===== src/rtl/core/ealu_pkg.sv =====
// Shared operation codes and inter-stage payload types for the 8-bit ALU.
package ealu_pkg;

  localparam logic [4:0] OP_ADD   = 5'd0;
  localparam logic [4:0] OP_ADC   = 5'd1;
  localparam logic [4:0] OP_SUB   = 5'd2;
  localparam logic [4:0] OP_SBC   = 5'd3;
  localparam logic [4:0] OP_AND   = 5'd4;
  localparam logic [4:0] OP_XOR   = 5'd5;
  localparam logic [4:0] OP_OR    = 5'd6;
  localparam logic [4:0] OP_CP    = 5'd7;
  localparam logic [4:0] OP_INC8  = 5'd8;
  localparam logic [4:0] OP_DEC8  = 5'd9;
  localparam logic [4:0] OP_INC16 = 5'd10;
  localparam logic [4:0] OP_DEC16 = 5'd11;
  localparam logic [4:0] OP_ADDHL = 5'd12;
  localparam logic [4:0] OP_RLC   = 5'd13;
  localparam logic [4:0] OP_RRC   = 5'd14;
  localparam logic [4:0] OP_RL    = 5'd15;
  localparam logic [4:0] OP_RR    = 5'd16;
  localparam logic [4:0] OP_SLA   = 5'd17;
  localparam logic [4:0] OP_SRA   = 5'd18;
  localparam logic [4:0] OP_SRL   = 5'd19;
  localparam logic [4:0] OP_SWAP  = 5'd20;

  // flag bit positions
  localparam int FLAG_Z = 3;
  localparam int FLAG_N = 2;
  localparam int FLAG_H = 1;
  localparam int FLAG_C = 0;

  // decode stage -> execute stage
  typedef struct packed {
    logic [4:0]  func;
    logic [7:0]  a;
    logic [7:0]  b;
    logic [3:0]  fin;
    logic [7:0]  bx;
    logic [7:0]  by;
    logic        bc;
    logic [15:0] wx;
    logic [15:0] wy;
    logic        wc;
  } ealu_dec_t;

  // execute stage -> flag stage
  typedef struct packed {
    logic [4:0]  func;
    logic [7:0]  a;
    logic [3:0]  fin;
    logic [8:0]  bsum;
    logic        bhalf;
    logic [16:0] wsum;
    logic        whalf;
    logic [7:0]  sres;
    logic        scarry;
  } ealu_exe_t;

endpackage


===== src/rtl/core/ealu_decode.sv =====
// Stage 1: selects adder operands and carry in for each operation.
module ealu_decode (
  input  logic               clk,
  input  logic               rst,
  input  logic               in_valid,
  output logic               in_ready,
  input  logic [4:0]         func,
  input  logic [7:0]         accumulator,
  input  logic [7:0]         operand,
  input  logic [3:0]         flags_in,
  input  logic [15:0]        hl_value,
  input  logic [15:0]        pair_value,
  output logic               dec_valid,
  input  logic               dec_ready,
  output ealu_pkg::ealu_dec_t dec
);
  import ealu_pkg::*;

  ealu_dec_t dec_next;
  logic      cin;

  assign cin      = flags_in[FLAG_C];
  assign in_ready = !dec_valid || dec_ready;

  always_comb begin
    dec_next      = '0;
    dec_next.func = func;
    dec_next.a    = accumulator;
    dec_next.b    = operand;
    dec_next.fin  = flags_in;
    dec_next.bx   = accumulator;
    dec_next.by   = operand;
    dec_next.bc   = 1'b0;
    dec_next.wx   = pair_value;
    dec_next.wy   = 16'h0000;
    dec_next.wc   = 1'b0;
    unique case (func) inside
      OP_ADC: dec_next.bc = cin;
      OP_SUB, OP_CP: begin
        dec_next.by = ~operand;
        dec_next.bc = 1'b1;
      end
      OP_SBC: begin
        dec_next.by = ~operand;
        dec_next.bc = ~cin;
      end
      OP_INC8: begin
        dec_next.bx = operand;
        dec_next.by = 8'h00;
        dec_next.bc = 1'b1;
      end
      OP_DEC8: begin
        dec_next.bx = operand;
        dec_next.by = 8'hFF;
      end
      OP_INC16: dec_next.wc = 1'b1;
      OP_DEC16: dec_next.wy = 16'hFFFF;
      OP_ADDHL: begin
        dec_next.wx = hl_value;
        dec_next.wy = pair_value;
      end
      default: ;
    endcase
  end

  always_ff @(posedge clk) begin
    if (rst) begin
      dec_valid <= 1'b0;
    end else if (in_ready) begin
      dec_valid <= in_valid;
    end
    if (in_ready && in_valid) begin
      dec <= dec_next;
    end
  end

endmodule


===== src/rtl/core/ealu_exec.sv =====
// Stage 2: byte and word adders, logic operations, rotates, shifts and swap.
module ealu_exec (
  input  logic                clk,
  input  logic                rst,
  input  logic                dec_valid,
  output logic                dec_ready,
  input  ealu_pkg::ealu_dec_t dec,
  output logic                exe_valid,
  input  logic                exe_ready,
  output ealu_pkg::ealu_exe_t exe
);
  import ealu_pkg::*;

  ealu_exe_t   exe_next;
  logic [4:0]  nib;
  logic [12:0] w12;
  logic        cin;

  assign dec_ready = !exe_valid || exe_ready;
  assign cin       = dec.fin[FLAG_C];

  always_comb begin
    nib = {1'b0, dec.bx[3:0]} + {1'b0, dec.by[3:0]} + {4'b0, dec.bc};
    w12 = {1'b0, dec.wx[11:0]} + {1'b0, dec.wy[11:0]} + {12'b0, dec.wc};

    exe_next        = '0;
    exe_next.func   = dec.func;
    exe_next.a      = dec.a;
    exe_next.fin    = dec.fin;
    exe_next.bsum   = {1'b0, dec.bx} + {1'b0, dec.by} + {8'b0, dec.bc};
    exe_next.bhalf  = nib[4];
    exe_next.wsum   = {1'b0, dec.wx} + {1'b0, dec.wy} + {16'b0, dec.wc};
    exe_next.whalf  = w12[12];
    exe_next.sres   = 8'h00;
    exe_next.scarry = 1'b0;
    unique case (dec.func)
      OP_AND: exe_next.sres = dec.a & dec.b;
      OP_XOR: exe_next.sres = dec.a ^ dec.b;
      OP_OR:  exe_next.sres = dec.a | dec.b;
      OP_RLC: begin
        exe_next.sres   = {dec.b[6:0], dec.b[7]};
        exe_next.scarry = dec.b[7];
      end
      OP_RRC: begin
        exe_next.sres   = {dec.b[0], dec.b[7:1]};
        exe_next.scarry = dec.b[0];
      end
      OP_RL: begin
        exe_next.sres   = {dec.b[6:0], cin};
        exe_next.scarry = dec.b[7];
      end
      OP_RR: begin
        exe_next.sres   = {cin, dec.b[7:1]};
        exe_next.scarry = dec.b[0];
      end
      OP_SLA: begin
        exe_next.sres   = {dec.b[6:0], 1'b0};
        exe_next.scarry = dec.b[7];
      end
      OP_SRA: begin
        exe_next.sres   = {dec.b[7], dec.b[7:1]};
        exe_next.scarry = dec.b[0];
      end
      OP_SRL: begin
        exe_next.sres   = {1'b0, dec.b[7:1]};
        exe_next.scarry = dec.b[0];
      end
      OP_SWAP: exe_next.sres = {dec.b[3:0], dec.b[7:4]};
      default: ;
    endcase
  end

  always_ff @(posedge clk) begin
    if (rst) begin
      exe_valid <= 1'b0;
    end else if (dec_ready) begin
      exe_valid <= dec_valid;
    end
    if (dec_ready && dec_valid) begin
      exe <= exe_next;
    end
  end

endmodule


===== src/rtl/core/ealu_flags.sv =====
// Stage 3: result selection, zero detect and flag assembly; output register.
module ealu_flags (
  input  logic                clk,
  input  logic                rst,
  input  logic                exe_valid,
  output logic                exe_ready,
  input  ealu_pkg::ealu_exe_t exe,
  output logic                out_valid,
  input  logic                out_ready,
  output logic [7:0]          result_byte,
  output logic [15:0]         result_word,
  output logic [3:0]          flags_out
);
  import ealu_pkg::*;

  logic [7:0]  rb_next;
  logic [15:0] rw_next;
  logic [3:0]  f_next;
  logic        zsum;
  logic        zsres;

  assign exe_ready = !out_valid || out_ready;
  assign zsum      = (exe.bsum[7:0] == 8'h00);
  assign zsres     = (exe.sres == 8'h00);

  always_comb begin
    rb_next = 8'h00;
    rw_next = 16'h0000;
    f_next  = exe.fin;
    unique case (exe.func) inside
      OP_ADD, OP_ADC: begin
        rb_next = exe.bsum[7:0];
        f_next  = {zsum, 1'b0, exe.bhalf, exe.bsum[8]};
      end
      OP_SUB, OP_SBC: begin
        rb_next = exe.bsum[7:0];
        f_next  = {zsum, 1'b1, ~exe.bhalf, ~exe.bsum[8]};
      end
      OP_CP: begin
        rb_next = exe.a;
        f_next  = {zsum, 1'b1, ~exe.bhalf, ~exe.bsum[8]};
      end
      OP_AND: begin
        rb_next = exe.sres;
        f_next  = {zsres, 1'b0, 1'b1, 1'b0};
      end
      OP_XOR, OP_OR: begin
        rb_next = exe.sres;
        f_next  = {zsres, 3'b000};
      end
      OP_INC8: begin
        rb_next = exe.bsum[7:0];
        f_next  = {zsum, 1'b0, exe.bhalf, exe.fin[FLAG_C]};
      end
      OP_DEC8: begin
        rb_next = exe.bsum[7:0];
        f_next  = {zsum, 1'b1, ~exe.bhalf, exe.fin[FLAG_C]};
      end
      OP_INC16, OP_DEC16: rw_next = exe.wsum[15:0];
      OP_ADDHL: begin
        rw_next = exe.wsum[15:0];
        f_next  = {exe.fin[FLAG_Z], 1'b0, exe.whalf, exe.wsum[16]};
      end
      OP_RLC, OP_RRC, OP_RL, OP_RR, OP_SLA, OP_SRA, OP_SRL, OP_SWAP: begin
        rb_next = exe.sres;
        f_next  = {zsres, 2'b00, exe.scarry};
      end
      default: ;
    endcase
  end

  always_ff @(posedge clk) begin
    if (rst) begin
      out_valid <= 1'b0;
    end else if (exe_ready) begin
      out_valid <= exe_valid;
    end
    if (exe_ready && exe_valid) begin
      result_byte <= rb_next;
      result_word <= rw_next;
      flags_out   <= f_next;
    end
  end

endmodule


===== src/rtl/core/eight_bit_alu_with_flags_unit.sv =====
// Top level of the 8-bit ALU with Z, N, H and C flags.
// Three register stages: operand and carry-in setup, the byte and word adders
// with the logic, rotate and shift unit, then result selection and flag
// assembly into the output register. A request is taken every cycle unless all
// stages are full and the output is stalled; an output stall holds every stage
// back to the first empty one, and the input stays ready as long as some stage has room.
module eight_bit_alu_with_flags_unit (
  input  logic        clk,
  input  logic        rst,
  input  logic        in_valid,
  output logic        in_ready,
  input  logic [4:0]  func,
  input  logic [7:0]  accumulator,
  input  logic [7:0]  operand,
  input  logic [3:0]  flags_in,
  input  logic [15:0] hl_value,
  input  logic [15:0] pair_value,
  output logic        out_valid,
  input  logic        out_ready,
  output logic [7:0]  result_byte,
  output logic [15:0] result_word,
  output logic [3:0]  flags_out
);
  import ealu_pkg::*;

  ealu_dec_t dec;
  ealu_exe_t exe;
  logic      dec_valid;
  logic      dec_ready;
  logic      exe_valid;
  logic      exe_ready;

  ealu_decode u_decode (
    .clk         (clk),
    .rst         (rst),
    .in_valid    (in_valid),
    .in_ready    (in_ready),
    .func        (func),
    .accumulator (accumulator),
    .operand     (operand),
    .flags_in    (flags_in),
    .hl_value    (hl_value),
    .pair_value  (pair_value),
    .dec_valid   (dec_valid),
    .dec_ready   (dec_ready),
    .dec         (dec)
  );

  ealu_exec u_exec (
    .clk       (clk),
    .rst       (rst),
    .dec_valid (dec_valid),
    .dec_ready (dec_ready),
    .dec       (dec),
    .exe_valid (exe_valid),
    .exe_ready (exe_ready),
    .exe       (exe)
  );

  ealu_flags u_flags (
    .clk         (clk),
    .rst         (rst),
    .exe_valid   (exe_valid),
    .exe_ready   (exe_ready),
    .exe         (exe),
    .out_valid   (out_valid),
    .out_ready   (out_ready),
    .result_byte (result_byte),
    .result_word (result_word),
    .flags_out   (flags_out)
  );

endmodule


===== config.mk =====
export PLATFORM = sky130hd
export DESIGN_NAME = eight_bit_alu_with_flags_unit
export DESIGN_NICKNAME = d
export VERILOG_FILES = /design/src/rtl/core/ealu_pkg.sv /design/src/rtl/core/ealu_decode.sv /design/src/rtl/core/ealu_exec.sv /design/src/rtl/core/ealu_flags.sv /design/src/rtl/core/eight_bit_alu_with_flags_unit.sv
export SDC_FILE = /design/constraint.sdc
export NUM_CORES = 1
export LEC_CHECK = 0
export ABC_CLOCK_PERIOD_IN_PS = 8400
export BUFFER_PORTS_ARGS = -buffer_cell sky130_fd_sc_hd__buf_2
export CORE_MARGIN = 2
export CORE_UTILIZATION = 60
export DETAILED_ROUTE_END_ITERATION = 7
export PLACE_DENSITY_LB_ADDON = 0.15
export SLEW_MARGIN = 30
export SYNTH_ARGS = -nofsm -noshare
export SYNTH_HDL_FRONTEND = slang
export SYNTH_SLANG_ARGS = --single-unit

===== constraint.sdc =====
create_clock -name clk -period 8.4 [get_ports clk]
set_input_delay 0.42 -clock clk [delete_from_list [all_inputs] [get_ports clk]]
set_output_delay 0.42 -clock clk [all_outputs]
set_load 0.02 [all_outputs]

**Word-level counts from Yosys, hierarchy flattened**

Cells that the tools add are included.

- Register bits: 160
- Bits of input ports: 61
- Word-level logic and storage cells: 114

- $add $sub $neg: 8
- Eq/ne operators: 40
- Mux-type cells: 10
- Bitwise logic cells: 7
- Reduce and logical (&&, ||, !) cells: 24

Operators with widths:

| operator | count |
|---|---|
| $pmux W8 S11 | 1 |
| $eq A5 B4 Y1 const B | 16 |
| $eq A5 B5 Y1 const B | 10 |
| $pmux W8 S3 | 2 |
| $eq A5 B3 Y1 const B | 8 |
| $pmux W16 S2 | 1 |
| $pmux W4 S8 | 1 |
| $eq A5 B2 Y1 const B | 4 |
| $add A16 B16 Y17 | 1 |
| $add A17 B1 Y17 | 1 |
| $logic_not A8 Y1 | 2 |
| $mux W16 | 1 |
| $reduce_or A3 Y1 | 5 |
| $add A12 B12 Y13 | 1 |
| $add A13 B1 Y13 | 1 |
| $reduce_or A11 Y1 | 1 |
| $eq A5 B1 Y1 const B | 2 |
| $add A8 B8 Y9 | 1 |
| $add A9 B1 Y9 | 1 |
| $and A8 B8 Y8 | 1 |
| $mux W8 | 1 |
| $not A8 Y8 | 1 |
| $or A8 B8 Y8 | 1 |
| $reduce_or A8 Y1 | 1 |
| other kinds (14) | 24 |

**Depth between registers and ports, before layout**

Gate-level depths: netlist of run 1.

- Word-level depth: 5
- Mapped depth: 8

**Hierarchy**

A second synthesis of run 1 with hierarchy kept.

- Cell total of the unflattened synthesis: 615
- Area total of the unflattened synthesis: 8,151.6 sq um

By module, submodules not included:

| module | instances | cells each | area an instance (sq um) |
|---|---|---|---|
| ealu_exec | 1 | 306 | 3,468.3 |
| ealu_decode | 1 | 192 | 3,180.6 |
| ealu_flags | 1 | 117 | 1,502.7 |

**Worst setup path after synthesis of run 1**

No wires, ideal clock.

- Kind: register -> register
- Start point: reg u_flags.out_valid
- End point: reg u_exec.exe[0] (netlist name)
- Data arrival time: 4.522 ns
- Path slack: 3.330 ns
- Stages on the path, launching flop included: 3
- Cells stage by stage: dfxtp_1 nor2b_1 a21boi_0

- Longest elaborated chain between the ends: 4

Ends and longest elaborated chain:

| element | line | RTL |
|---|---|---|
| start: declaration | ealu_flags.sv:8 | `output logic out_valid,` |
| start signal: assignment | ealu_flags.sv:76 | `out_valid <= exe_valid;` |
| $logic_not A1 Y1 | ealu_flags.sv:22 | `assign exe_ready = !out_valid \|\| out_ready;` |
| $logic_or A1 B1 Y1 | ealu_flags.sv:22 |  |
| $logic_or A1 B1 Y1 | ealu_exec.sv:19 | `assign dec_ready = !exe_valid \|\| exe_ready;` |
| $logic_and A1 B1 Y1 | ealu_exec.sv:79 | `if (dec_ready && dec_valid) begin` |

Every way passes these cells.
A chain may end at the register's enable or synchronous reset.

==> metrics.txt, run 1 <==
worst-path cell chain fa_1 > inv_1 > fa_1 > nand2b_1 > a21oi_1 > o21ai_1 > a21oi_1 > or2_2; Routed Antenna Nets 0; final worst path period share 30.48%; Seq/Total Area, Yosys 59.71%; unrepaired setup endpoints after global routing no; worst-path fanout max 8; Yosys top cell area share 58.96%; Pre-antenna DRT Iters 6; global-route wire length before repair 25360 um; # clock sinks 160; Layout Nets 818; CP max stage delay 480 ps; routability cong. 0.9142; Die ar. 14270 um^2; count of final setup violators 0; CP arrival 2730 ps; Max-slew headroom 40.44%; Die X 119.4 um; synthesized flop and latch total 160; vias in the first global route 5037; crit path launch type flop; antenna fix cells 0; # IOs 91; total CTS buffers 17; Synth Area per Inst 12.69 um^2; Final min period 2560 ps; vias per cell 5.951; main area contributors after synthesis edfxtp_1, ha_1, mux2_2; Mapped Cells 630; GR Overflow Total 0; H-tree depth 4; pre-CTS setup slack 5850 ps; largest net degree at the start of global routing 76; Max Cap Viol 0; CP Class reg2reg; Worst Path Required 8560 ps; area delta synth->final 15.43%; count leader, synth edfxtp_1; final wirelength 15500 um; ys async rst share 0%; Hold WC Path Type in2reg; synth warn 0; CTS Buffer Depth 2; most common library cells after synthesis edfxtp_1, nor2_1, a21oi_1; post-synthesis instance area 7996 um^2; maximum vdd drop 0.1420 mV; final worst slack 5840 ps; Synth cell types 63; CTS tree built; highest clock rate 390.6 MHz; WL per Instance 17.15 um; Hold Buf Count CTS 0; EDFF count, synth 157; outcome complete, no violations; Starting Density 60.87%; DRC errors left 0; clk root buf clkbuf_16; Least-Margin Pin Slew 886.6 ps; fin. max-slew vios 0; Vias 5380; Power per Cell Area 225.2 nW/um^2; skew final 8.909 ps; Core Box Area 13140 um^2; layout cells sized above 1 21.02%; Worst path slowest cell o21ai_1; Leak 3.635 nW; Synth Net Count 733; GRT Util Overall 22.96%; initial antenna violation count 0; Critical Path Sink Type flop; Skew-Pair Late Insertion Delay 420 ps; IO buf count 90; post-cts sizing count 0; dominant synthesized flop cell edfxtp_1; final hold vios 0; HPWL Detailed 11010 um; largest area contributor in the netlist edfxtp_1; Die Y-Extent 119.4 um; Setup TNS Final 0 ps; Row Count 42; postcts setup bufs 0; First DRT Iteration DRCs 695; total power 0.002079 W; Reg clk slew, reported paths 60 ps
==> cell families after synthesis <==
family                     count (synthesis)  share of synthesized area [%]
and+or+nand+nor                          169                          11.47
DFF                                      160                          59.71
AOI/OAI and AO/OA                        149                          12.94
buffers and inverters                     66                          3.301
adders and majority gates                 42                          6.947
muxes                                     27                          3.771
xor gates and xnor gates                  17                          1.862
==> worst max-delay path: cells and delay by family, from the launching register on <==
family | cells | cell delay, ps
AND/OR/NAND/NOR | 2 | 440
AO/OA/AOI/OAI | 3 | 700
adder cells (fa/ha/maj) | 2 | 670
flip-flops | 1 | 390
buffers and inverters | 1 | 100
==> area by class of cell <==
class / count / area [um^2]
inverters: 39 / 146.4
repair buffers: 93 / 476.7
multi-input cells: 404 / 2988
well taps: 176 / 220.2
clock buffers: 26 / 469.2
fillers: 950 / 3908
clock inverters: 6 / 155.1
flip-flops and latches: 160 / 4775
==> stage by stage <==
stage               util (%)  instance area, um^2  instances  hold slack [ps]
floorplan                  -                 7996        630            400.3
global placement       65.47                 8601        872            411.6
detailed placement     65.48                 8602        872            420.0
CTS                    70.23                 9226        904            168.2
global route           70.26                 9230        904            168.9
finish                 70.26                 9230        904            181.5
==> cells in the final DEF, fill, tap and decap left out, types with 4 or more instances in the layout <==
cell	instances
a211oi_1	11
a21o_1	20
a21oi_1	40
a221oi_1	7
a222oi_1	9
a22oi_1	7
a31oi_1	4
and2_1	18
buf_2	90
bufinv_16	5
clkbuf_1	8
clkbuf_16	17
edfxtp_1	157
fa_1	4
ha_1	38
inv_1	39
mux2_2	25
nand2_1	26
nand2b_1	15
nand3_1	16
nor2_1	44
nor2b_1	9
nor3_1	7
nor4_1	5
o211ai_1	4
o21a_1	4
o21ai_0	15
xnor2_1	14
==> metal layers <==
layer,vias up,GRT usage [%],routed length [um],share of wire (%)
met1,2548,34.92,7209,47
met3,25,4.981,1186,7.7
li1,2564,-,-,-
met2,243,32.36,6833,44
met4,0,9.044,272,1.8
met5,-,0,0,0
==> state kept, by name, summed over array words and instances, names as in the netlist <==
name / count
u_flags.result_byte: 8
u_decode.dec: 75
u_flags.result_word: 16
u_decode.dec_valid: 1
u_exec.exe: 54
u_flags.out_valid: 1
u_flags.flags_out: 4
u_exec.exe_valid: 1
==> power by group <==
part / leakage (nW) / switching, W / total (W) / internal, W
combinational: 1.84 / 0.000158 / 0.000270 / 0.000112
clock: 0.301 / 0.000278 / 0.000813 / 0.000535
sequential: 1.50 / 0.0000380 / 0.000995 / 0.000957
==> final timing paths <==
check	startpoint	end	slack (ps)	cells past startpoint
worst min register to register	u_decode.dec[52]	u_exec.exe[39]	440	0
worst min-delay path	flags_in[3]	u_decode.dec[53]	180	1
worst max-delay path	u_decode.dec[0]	u_exec.exe[9]	5840	8
worst max register to register	u_decode.dec[0]	u_exec.exe[9]	5840	8
Note: power is estimated with default switching activity, not from simulation.
==> run 2: changes to the inputs <==
Settings changed: ABC_CLOCK_PERIOD_IN_PS 8400 to 2500, CORE_UTILIZATION 60 to 59.
Clock period 8.4 ns to 2.5 ns, I/O delays scaled along.
==> run 2 against run 1 <==
- non-clock buffer count is 55 higher
- largest power group unchanged
- sequential share of layout area is 2.9 points lower
- cell area rose by 5.8%
- maximum frequency up 10%
- via count rose by 6.0%
- global-route usage grew 1.8 points
- utilization rose by 3.5 points
- largest cell class unchanged
==> metrics.txt, run 2 (same netlist as run 1, synthesis figures left out) <==
outcome complete, no violations; CP max stage delay 460 ps; routability cong. 0.9779; vias per cell 5.946; Seq pwr share 48.0%; H-tree depth 4; highest clock rate 430.7 MHz; final non-filler cell total 959; most frequent cells in the layout edfxtp_1, buf_2, dlygate4sd3_1; global-route wire length before repair 27310 um; # clock sinks 160; final worst slack 178.4 ps; fillcell total 876; pre-CTS setup slack 139.3 ps; Die X 120.4 um; worst-path fanout max 2; Power per Cell Area 712.6 nW/um^2; most common cell after layout, fill and taps aside edfxtp_1; antenna fix cells 0; Hold Slack 15.75 ps; Vias 5702; largest registers u_decode.dec (75), u_exec.exe (54), u_flags.result_word (16); Row Count 42; GR Overflow Total 0; DP Cell Count 880; Reg clk slew, reported paths 60 ps; GRT Util Overall 24.72%; First DRT Iteration DRCs 546; Worst Path Required 2680 ps; Least-Margin Pin Slew 688.2 ps; # IOs 91; unrepaired setup endpoints after global routing no; CP Class reg2reg; fin. max-slew vios 0; Hold WC Path Type in2reg; DRC errors left 0; Skew-Pair Late Insertion Delay 420 ps; Int Pwr 0.005302 W; layout cells sized above 1 21.33%; maximum vdd drop 0.5927 mV; Max-slew headroom 54.00%; CTS tree built; Worst path slowest cell fa_1; skew final 8.909 ps; largest net degree at the start of global routing 55; Post-Route Utilization 73.77%; Critical Path Sink Type flop; area delta synth->final 22.17%; Die Y-Extent 120.4 um; switching power 0.001659 W; initial antenna violation count 0; Layout Nets 873; CP arrival 2500 ps; final hold vios 0; WL per Instance 17.74 um; largest reg by FF count u_decode.dec; Starting Density 60.38%; Sw Share 23.83%; IO buf count 90; worst-path cell chain fa_1 > a21o_1 > a221o_1 > or4_1 > o311a_1 > xor2_1; Routed Antenna Nets 0; Final min period 2322 ps; Crit path max-delay family compound AO/OA/AOI/OAI gates; count of final setup violators 0; Leak 3.880 nW; HPWL Detailed 11620 um; Die ar. 14500 um^2; final worst path period share 92.86%; clk root buf clkbuf_16; Core Box Area 13240 um^2; vias in the first global route 5497; total power 0.006962 W; Comb power frac 14.4%; crit path launch type flop; final wirelength 17010 um; worst path bufs/invs 0; Clock Power Share 37.6%; Pre-antenna DRT Iters 6; total CTS buffers 17; CTS Buffer Depth 2; max reg flops 75; Max Cap Viol 0
[run 2: cell count changes in the layout (fill, tap and decap cells not counted), sizes merged]
cell	change
buf	+8
dlygate4sd3	+47
clkbuf	-4
clkinvlp	+1
bufinv	-2
clkinv	+5
[run 2: power by group through the flow]
stage          Combinational [W]  Sequential [W]  Clock (W)
6_report                 0.00100         0.00334    0.00262
5_1_grt                  0.00110         0.00336    0.00276
4_1_cts                 0.000979         0.00334    0.00266
3_5_place_dp            0.000915         0.00339          0
3_3_place_gp            0.000877         0.00338          0
2_1_floorplan           0.000624         0.00336          0
[run 2: final timing paths]
check | cells past startpoint | start | end | slack (ps)
worst max-delay path | 6 | u_decode.dec[33] | u_exec.exe[35] | 180
worst min register to register | 0 | u_decode.dec[53] | u_exec.exe[40] | 420
worst min-delay path | 2 | hl_value[13] | u_decode.dec[30] | 20
worst max register to register | 6 | u_decode.dec[33] | u_exec.exe[35] | 180
[run 2: layer usage]
layer  up-vias  wire [um]  track usage [%]
met5         -          0                0
met4         0        476            12.43
met3        44       1018            4.717
met2       273       8119            38.91
met1      2708       7394            33.07
li1       2677          -                -
[run 2: layout make-up]
type                            instances  area (um^2)  area share, %
Inverter                               39        146.4          1.498
Multi-Input combinational cell        404         2990          30.61
Clock inverter                         10        135.1          1.383
Sequential cell                       160         4775          48.87
Tap cell                              176        220.2          2.254
Timing Repair Buffer                  148         1028          10.53
Clock buffer                           22        474.2          4.854
[run 2: what timing repair did]
item / CTS / global route
endpoints found under the setup margin: 0 / 2
hold buffers: 47 / 0
endpoints found under the hold margin: 48 / 0
gates resized for setup: 0 / 2
setup buffers: 0 / 0
[run 2: per-stage QoR]
step | instance area (um^2) | setup TNS, ps
2_1_floorplan | 8015 | -815.0
3_3_place_gp | 8686 | 0
3_5_place_dp | 8686 | 0
4_1_cts | 9766 | 0
5_1_grt | 9769 | 0
6_report | 9769 | 0
